[src/tce_pkg.sv]
`default_nettype none
// ----------------------------------------------------------------------------
// tce_pkg
// Shared types and constants for the tiny CPU execute core.
// ----------------------------------------------------------------------------
package tce_pkg;

    localparam int unsigned WordWidth = 8;
    localparam int unsigned NumRegs   = 4;
    localparam logic [7:0]  TxAddr    = 8'd253;

    typedef logic [WordWidth-1:0] word_t;
    typedef logic [NumRegs-1:0][WordWidth-1:0] regfile_t;

    typedef enum logic [3:0] {
        OP_MOV  = 4'h0,
        OP_ADD  = 4'h1,
        OP_SUB  = 4'h2,
        OP_AND  = 4'h3,
        OP_OR   = 4'h4,
        OP_NOT  = 4'h5,
        OP_SHL  = 4'h6,
        OP_SHR  = 4'h7,
        OP_SHR2 = 4'h8,
        OP_CMP  = 4'h9,
        OP_JF   = 4'ha,
        OP_JMP  = 4'hb,
        OP_LDIH = 4'hc,
        OP_LDIL = 4'hd,
        OP_LD   = 4'he,
        OP_ST   = 4'hf
    } op_t;

    typedef struct packed {
        regfile_t regs;
        word_t    pc;
        logic     flag;
        logic     st_en;
        word_t    st_addr;
        word_t    st_data;
        logic     tx_wr;
    } exec_t;

endpackage
`default_nettype wire

[src/tiny_cpu_execute_core.sv]
`default_nettype none
// ----------------------------------------------------------------------------
// tiny_cpu_execute_core
// Execute stage of a four-register 8-bit machine with a 256-byte data RAM.
//
// The instr channel takes one instruction byte per beat, the byte fetched at
// the program counter reported by the previous result. Each beat is latched
// in an input register and executed, once the result can move on, by a
// single pass of decode and ALU logic; the architectural registers double
// as the result register, which holds the result beat.
// One instruction is taken every cycle while the receiver keeps up.
// The data RAM read for a load is issued in the cycle the instruction is
// taken, with forwarding of the register and store of the instruction
// executing in that same cycle.
// When the receiver stalls, the result holds and at most one further
// instruction waits in the input register; in_ready then drops.
// Reset clears the registers, program counter, flag and transmit byte; the
// RAM is not cleared and must be written before it is read.
// ----------------------------------------------------------------------------
module tiny_cpu_execute_core (
    input  wire logic       clk,
    input  wire logic       rst_n,
    input  wire logic       in_valid,
    output logic            in_ready,
    input  wire logic [7:0] instr,
    output logic            out_valid,
    input  wire logic       out_ready,
    output logic [7:0]      next_pc,
    output logic [7:0]      reg_zero,
    output logic [7:0]      reg_one,
    output logic [7:0]      reg_two,
    output logic [7:0]      reg_three,
    output logic            cmp_flag,
    output logic [7:0]      tx_byte,
    output logic            tx_written
);

    logic              ivalid_reg;
    logic [7:0]        instr_reg;
    logic              ovalid_reg;
    tce_pkg::regfile_t regs_reg;
    tce_pkg::word_t    pc_reg;
    logic              flag_reg;
    tce_pkg::word_t    tx_reg;
    logic              txw_reg;
    tce_pkg::word_t    rdata_reg;
    tce_pkg::word_t    ram_mem [256];

    tce_pkg::exec_t    exec;
    logic              fire;
    logic              accept;
    tce_pkg::word_t    raddr;

    tce_alu u_alu (
        .instr     (instr_reg),
        .regs      (regs_reg),
        .pc        (pc_reg),
        .flag      (flag_reg),
        .ram_rdata (rdata_reg),
        .result    (exec)
    );

    assign fire     = ivalid_reg && (!ovalid_reg || out_ready);
    assign in_ready = !ivalid_reg || fire;
    assign accept   = in_valid && in_ready;
    assign raddr    = fire ? exec.regs[instr[1:0]] : regs_reg[instr[1:0]];

    always_ff @(posedge clk or negedge rst_n)
    begin
        if (!rst_n)
        begin
            ivalid_reg <= 1'b0;
            ovalid_reg <= 1'b0;
            regs_reg   <= '0;
            pc_reg     <= '0;
            flag_reg   <= 1'b0;
            tx_reg     <= '0;
            txw_reg    <= 1'b0;
        end
        else
        begin
            if (accept)
            begin
                ivalid_reg <= 1'b1;
            end
            else if (fire)
            begin
                ivalid_reg <= 1'b0;
            end
            if (fire)
            begin
                ovalid_reg <= 1'b1;
                regs_reg   <= exec.regs;
                pc_reg     <= exec.pc;
                flag_reg   <= exec.flag;
                txw_reg    <= exec.tx_wr;
                if (exec.tx_wr)
                begin
                    tx_reg <= exec.st_data;
                end
            end
            else if (out_ready)
            begin
                ovalid_reg <= 1'b0;
                txw_reg    <= 1'b0;
            end
        end
    end

    always_ff @(posedge clk)
    begin
        if (accept)
        begin
            instr_reg <= instr;
        end
    end

    always_ff @(posedge clk)
    begin
        if (fire && exec.st_en)
        begin
            ram_mem[exec.st_addr] <= exec.st_data;
        end
        if (accept)
        begin
            if (fire && exec.st_en && (exec.st_addr == raddr))
            begin
                rdata_reg <= exec.st_data;
            end
            else
            begin
                rdata_reg <= ram_mem[raddr];
            end
        end
    end

    assign out_valid  = ovalid_reg;
    assign next_pc    = pc_reg;
    assign reg_zero   = regs_reg[0];
    assign reg_one    = regs_reg[1];
    assign reg_two    = regs_reg[2];
    assign reg_three  = regs_reg[3];
    assign cmp_flag   = flag_reg;
    assign tx_byte    = tx_reg;
    assign tx_written = txw_reg;

    a_txw_valid: assert property (@(posedge clk) disable iff (!rst_n)
        tx_written |-> out_valid)
        else $error("tx_written set without a result beat");

    a_jf_clears: assert property (@(posedge clk) disable iff (!rst_n)
        (fire && (instr_reg[7:4] == tce_pkg::OP_JF) && flag_reg) |=> !cmp_flag)
        else $error("taken conditional jump left the flag set");

    a_pc_step: assert property (@(posedge clk) disable iff (!rst_n)
        (fire && (instr_reg[7:4] != tce_pkg::OP_JF) && (instr_reg[7:4] != tce_pkg::OP_JMP))
        |=> (next_pc == $past(next_pc) + 8'd1))
        else $error("program counter did not advance by one");

    a_stall_hold: assert property (@(posedge clk) disable iff (!rst_n)
        (ivalid_reg && out_valid && !out_ready) |=> (ivalid_reg && out_valid))
        else $error("queued instruction lost during output stall");

endmodule
`default_nettype wire

[src/tce_alu.sv]
`default_nettype none
// ----------------------------------------------------------------------------
// tce_alu
// Decodes one instruction and computes the machine state it leaves behind,
// together with the RAM store it requests.
// ----------------------------------------------------------------------------
module tce_alu (
    input  wire logic [7:0]       instr,
    input  wire tce_pkg::regfile_t regs,
    input  wire tce_pkg::word_t   pc,
    input  wire logic             flag,
    input  wire tce_pkg::word_t   ram_rdata,
    output tce_pkg::exec_t        result
);

    tce_pkg::op_t   op;
    logic [1:0]     rd;
    logic [1:0]     rs;
    logic [3:0]     imm;
    tce_pkg::word_t a;
    tce_pkg::word_t b;

    assign op  = tce_pkg::op_t'(instr[7:4]);
    assign rd  = instr[3:2];
    assign rs  = instr[1:0];
    assign imm = instr[3:0];
    assign a   = regs[rd];
    assign b   = regs[rs];

    always_comb
    begin
        result         = '0;
        result.regs    = regs;
        result.pc      = pc + 8'd1;
        result.flag    = flag;
        result.st_addr = b;
        result.st_data = a;
        case (op)
            tce_pkg::OP_MOV:  result.regs[rd] = b;
            tce_pkg::OP_ADD:  result.regs[rd] = a + b;
            tce_pkg::OP_SUB:  result.regs[rd] = a - b;
            tce_pkg::OP_AND:  result.regs[rd] = a & b;
            tce_pkg::OP_OR:   result.regs[rd] = a | b;
            tce_pkg::OP_NOT:  result.regs[rd] = ~b;
            tce_pkg::OP_SHL:  result.regs[rd] = (b >= 8'd8) ? 8'd0 : (a << b[2:0]);
            tce_pkg::OP_SHR,
            tce_pkg::OP_SHR2: result.regs[rd] = (b >= 8'd8) ? 8'd0 : (a >> b[2:0]);
            tce_pkg::OP_CMP:  result.flag = (a == b);
            tce_pkg::OP_JF:
            begin
                if (flag)
                begin
                    result.pc   = b;
                    result.flag = 1'b0;
                end
            end
            tce_pkg::OP_JMP:  result.pc = b;
            tce_pkg::OP_LDIH: result.regs[3] = regs[3] | {imm, 4'h0};
            tce_pkg::OP_LDIL: result.regs[3] = {4'h0, imm};
            tce_pkg::OP_LD:   result.regs[rd] = ram_rdata;
            tce_pkg::OP_ST:
            begin
                result.st_en = 1'b1;
                result.tx_wr = (b == tce_pkg::TxAddr);
            end
            default:
            begin
                result.st_en = 1'b0;
            end
        endcase
    end

endmodule
`default_nettype wire
[config.mk]
export PLATFORM = sky130hd
export DESIGN_NAME = tiny_cpu_execute_core
export DESIGN_NICKNAME = d
export VERILOG_FILES = /design/src/tce_pkg.sv /design/src/tiny_cpu_execute_core.sv /design/src/tce_alu.sv
export SDC_FILE = /design/constraint.sdc
export NUM_CORES = 2
export LEC_CHECK = 0
export ABC_AREA = 1
export BUFFER_PORTS_ARGS = -buffer_cell sky130_fd_sc_hd__buf_2
export CORE_AREA = 2 2 409 573
export CTS_BUF_LIST = sky130_fd_sc_hd__clkbuf_8
export CTS_CLUSTER_SIZE = 30
export DETAILED_ROUTE_END_ITERATION = 7
export DIE_AREA = 0 0 411 575
export PLACE_DENSITY = 0.51
export REMOVE_ABC_BUFFERS = 1
export SETUP_SLACK_MARGIN = 0.1
export SLEW_MARGIN = 20
export SYNTH_ARGS = -nofsm -noshare
export SYNTH_HDL_FRONTEND = slang
export SYNTH_HIERARCHICAL = 1
export SYNTH_SLANG_ARGS = --single-unit
[constraint.sdc]
create_clock -name clk -period 19 [get_ports clk]
set_input_delay 1.9 -clock clk [delete_from_list [all_inputs] [get_ports clk]]
set_output_delay 1.9 -clock clk [all_outputs]
set_load 0.01 [all_outputs]
**After elaboration in Yosys (flattened, before gate mapping)**

Memory sizes are Yosys's and may differ from the RTL's. A register that Yosys moved wholly into a read port is not among the register bits.
Cells that the tools add are included.

- Bits in registers: 60
- Latch bits: 0
- Memory bits (writable): 2,048
- ROM bits: 0
- Output and inout port bits: 52
- Word-level logic and storage cells: 94
- Memories kept: 1

- Add/subtract/negate cells: 3
- $mul: 0
- Div/mod/pow operators: 0
- $lt $le $gt $ge: 5
- Equality and inequality tests: 17
- Shifts and indexed selects: 2
- Mux-type cells: 36
- Bitwise operators: 4
- Reduce and logical (&&, ||, !) cells: 15

Memory list:

| name | depth | bits a word | rd ports | clocked after Yosys merged registers in | wr ports | line | RTL |
|---|---|---|---|---|---|---|---|
| ram_mem | 256 | 8 | 1 | 1 | 1 | tiny_cpu_execute_core.sv:47 | `tce_pkg::word_t ram_mem [256];` |

Operators by type and width:

| operator | number |
|---|---|
| 32-bit bitwise mux | 9 |
| 24-bit one-hot mux with 9 select lines | 1 |
| 8-bit one-hot mux with 11 select lines | 1 |
| 8-bit binary-select mux with 2-bit select | 4 |
| 8-bit two-way mux | 8 |
| 4-bit == test (second input constant) | 8 |
| 8-bit demux with 2-bit select | 1 |
| 4-bit by 3-bit == test with 1-bit output (second input constant) | 4 |
| 8-bit OR | 2 |
| 8-bit one-hot mux with 2 select lines | 1 |
| 2-bit by 3-bit less-than comparator with 1-bit output (second input constant) | 3 |
| 1-bit two-way mux | 9 |
| 9-bit two-way mux | 1 |
| 8-bit by 1-bit adder with 8-bit output (second input constant) | 1 |
| 8-bit adder | 1 |
| 8-bit AND | 1 |
| 4-bit by 2-bit == test with 1-bit output (second input constant) | 2 |
| 8-bit == test | 1 |
| 8-bit == test (second input constant) | 1 |
| 8-bit by 4-bit greater-or-equal comparator with 1-bit output (second input constant) | 1 |
| 8-bit NOT | 1 |
| 8-bit by 3-bit << shifter with 8-bit output | 1 |
| 8-bit by 3-bit >> shifter with 8-bit output | 1 |
| 8-bit subtractor | 1 |
| other kinds (10) | 18 |

**Longest topological paths before layout**

- Depth after elaboration: 9
- Depth in mapped cells: 37
- Depth with buffers taken out: 34

**Modules after synthesis**

Netlist, hierarchy kept.

By module, submodules not included:

| module | instances | cells an instance | area an instance (um^2) |
|---|---|---|---|
| tiny_cpu_execute_core | 1 | 7,474 | 87,113.5 |
| tce_alu | 1 | 1,065 | 5,028.6 |

**Worst setup path before layout**

No wires, ideal clock.

- Path type: register to register
- Start: register instr_reg[2]
- End: register rdata_reg[2], read port of ram_mem, data pin
- Library setup time: 149 ps
- Arrival: 7,174 ps
- Data required time: 18,851 ps
- Setup slack: 11,678 ps
- Stages on the path, launching flop included: 32
- Cell sequence: edfxtp_1 > buf_2 > nor2_2 > nand2_1 > o21ai_0 > nor2_1 > inv_1 > ha_1 > fa_1 > inv_1 > nor2_1 > inv_1 > o21ai_0 > a21oi_1 > nand2_1 > nor2_1 > nand3_1 > nor2_1 > a21boi_0 > inv_1 > nand2_1 > nand3_1 > nand3_1 > nand2_2 > buf_2 > buf_2 > nor2_1 > nor3_2 > nand4_1 > nor3b_4 > nand2_1 > nand2_1

RTL lines:

| element | line | RTL |
|---|---|---|
| start, declared | tiny_cpu_execute_core.sv:39 | `logic [7:0] instr_reg;` |
| start signal, assigned | tiny_cpu_execute_core.sv:114 | `instr_reg <= instr;` |
| end, declared | tiny_cpu_execute_core.sv:46 | `tce_pkg::word_t rdata_reg;` |

==> out/results.txt <==
Row Count = 209
clock latency on the worst-skew pair = 990 ps
WHS Endpoint = tx_byte[1]$_DFFE_PN0P_
clk slew on worst S/H paths = 60 ps
Largest register FFs = 2048
core area = 0.231 sq mm
Synth Area in Simple Gates = 0.253
CTS Hold Bufs = 0
status = completed
Via Count = 66000
layout cells sized above 1 = 0.0761
Die Y-Extent = 575 um
I/O Buffers = 63
min-delay src = tx_byte[1]$_DFFE_PN0P_
die area = 0.236 sq mm
Root Buffer = clkbuf_8
maximum operating frequency = 98.4 MHz
DR WL/cell = 26.0 um
Layout Utilization = 0.436
placed cell count = 11200
CP Max Fanout = 118
die width = 411 um
max_slew headroom = 0.205
I/O pins = 64
Seq/Total Area, Yosys = 0.687
flop2flop setup slack = 8840 ps
Area contributors post-synth = edfxtp_1 (67%), nand3_1 (13%), nand2_1 (9.7%)
maximum root-to-sink buffer count = 4
slowest CP cell = buf_4
post-synthesis adder-cell area fraction = 0.00397
Yosys reg bits = 2116
Power Dens Cells = 135 mW/mm^2
slew at the pin closest to its max-slew limit = 1190 ps
pin count of the biggest net entering global routing = 166
CP bufs+invs = 6
asr flop ratio synth = 0.0246
worst clock skew = 49.5 ps
most frequent cells in the layout = nand2_1 (2361), nand3_1 (2353), edfxtp_1 (2064), nor2_1 (401)
router iterations before antenna repair = 8
total grt overflow = 0
most common cell after layout, fill and taps aside = nand2_1
Layout Nets = 8524
Final Max Tran Viols = 0
crit end category = flip-flop
RSZ-0062 raised after global routing = no
CP max stage delay = 830 ps
most used cell, CP = nand3_1
vias in the first global route = 64100
non-filler cells, final = 11800
Tot GR Track Use = 0.255
1st-iter DRT viols = 6802
Post-CTS Resized = 0
Vias per Instance = 5.59
largest family of logic cells by synthesized area = simple AND/OR/NAND/NOR gates
final hold viol count = 0
Compound-Gate Fraction of Synth Area = 0.0155
Arrival @ worst endpoint = 10980 ps
Final Worst Setup Slack = 8840 ps
number of enable flip-flop cells after synthesis = 2064
Reg area = 0.0633 sq mm
Final setup viols = 0
mux cell area share after synthesis = 0.000978
first-pass GRT wire length = 447000 um
Placer Congestion = 0.978
CTS Buf Count = 335
Yosys warnings = 6
WHS Path Cells = 1
initial antenna violation count = 5
Final min period = 10160 ps
Crit path depth = 32
hold crit path type = flip-flop to flip-flop
Post-CTS Setup Inserts = 0
filler instances = 21900
area leader, netlist = edfxtp_1
Area Overhead vs Synth = 9.35%
Req. time, crit path = 19820 ps
area of the multi-input gates = 0.0254 sq mm
# DRC = 0
R2R Path Start = instr_reg[2]$_DFFE_PP_
pre-CTS WS = 8860 ps
Reg2Reg Depth = 32
crit path kind = flip-flop to flip-flop
CTS tree = done
Peak VDD IR = 94.7 uV
type of origin of the critical path = flip-flop
Distinct cells, synth = 57
CTS H-Tree Depth = 5
CTS sink cnt = 2116
Largest Register = ram_mem
aggregate negative setup slack = 0 ps
crit share post-route = 0.535
Synth top area share = 0.673
antenna viol nets, final = 0
dominant synthesized flop cell = edfxtp_1
DRT Wirelength = 306000 um
Mapped Area = 0.0921 sq mm
dpl hpwl = 175000 um
post-synthesis xor/xnor area fraction = 0.000760
CP top delay family = simple AND/OR/NAND/NOR gates
maxcap violations = 0
Starting Density = 0.399
Synth Area per Inst = 10.8 sq um
FF-to-FF End = rdata_reg[7]$_DFFE_PP_
Leakage = 36.8 nW
synthesized instance count = 8539
[cell families after synthesis]
family          after synthesis
compound gates              254
xor+xnor                      8
fa+ha+maj                    28
buf+inv                     833
flops                      2116
mux                           8
simple gates               5292
[cell usage after synthesis, types with 4 or more instances]
| library cell | instances |
|---|---|
| xor2_1 | 6 |
| inv_1 | 251 |
| ha_1 | 26 |
| a22oi_1 | 9 |
| nand3b_1 | 64 |
| or2_2 | 7 |
| o211ai_1 | 20 |
| nor4_1 | 4 |
| clkbuf_1 | 222 |
| buf_1 | 42 |
| mux2_2 | 8 |
| nor2_2 | 4 |
| o22ai_1 | 8 |
| nor2_1 | 402 |
| buf_6 | 9 |
| nand3_1 | 2355 |
| nand2_2 | 12 |
| a21oi_1 | 69 |
| o21ai_0 | 120 |
| edfxtp_1 | 2064 |
| inv_2 | 10 |
| o31ai_1 | 4 |
| buf_4 | 5 |
| dfrtp_1 | 52 |
| nand2_1 | 2378 |
| nor3_1 | 18 |
| buf_2 | 288 |
| o21ai_1 | 4 |
| nand4_1 | 31 |
[how the worst max path moves through the flow]
| stage | startpoint | end |
|---|---|---|
| detailed placement | instr_reg[2]$_DFFE_PP_ | rdata_reg[6]$_DFFE_PP_ |
| floorplan | instr_reg[2]$_DFFE_PP_ | rdata_reg[7]$_DFFE_PP_ |
| global placement | instr_reg[2]$_DFFE_PP_ | rdata_reg[6]$_DFFE_PP_ |
| finish | instr_reg[2]$_DFFE_PP_ | rdata_reg[7]$_DFFE_PP_ |
| CTS | instr_reg[2]$_DFFE_PP_ | rdata_reg[6]$_DFFE_PP_ |
| global route | instr_reg[2]$_DFFE_PP_ | rdata_reg[7]$_DFFE_PP_ |
[metrics by stage]
step           power, W  hold WS (ps)  cell area (sq um)
5_1_grt          0.0142           521             101000
3_5_place_dp     0.0101           493              94900
2_1_floorplan   0.00859           534              89600
6_report         0.0136           500             101000
4_1_cts          0.0136           506             101000
3_3_place_gp     0.0101           489              94900
[worst reg2reg max path: cells and delay by family, from the launching register on]
kind | cells | cell delay, ps
compound gates | 4 | 560
fa+ha+maj | 1 | 420
buf+inv | 6 | 3520
flops | 1 | 770
simple gates | 21 | 4750
[report_power, final]
| part | internal (W) | total, W | switching (W) |
|---|---|---|---|
| combinational | 0.000944 | 0.00427 | 0.00333 |
| sequential | 0.00564 | 0.00575 | 0.000110 |
| clock | 0.00171 | 0.00354 | 0.00184 |
[final cells by class]
type | instances | area share
clock buffer | 339 | 0.0463
tap | 3059 | 0.0380
timing repair buffer | 174 | 0.0131
clock inverter | 251 | 0.0117
inverter | 267 | 0.0106
multi-input combinational | 5590 | 0.252
sequential | 2116 | 0.628
antenna | 6 | 0.000149
[layer usage]
layer | vias up | wire, um | global-route usage
met1 | 32800 | 123000 | 0.329
met4 | 0 | 14500 | 0.111
met5 | - | 0 | 0
met2 | 2560 | 149000 | 0.425
met3 | 627 | 19700 | 0.0384
li1 | 30000 | - | -
Note: power is estimated with default switching activity, not from simulation.
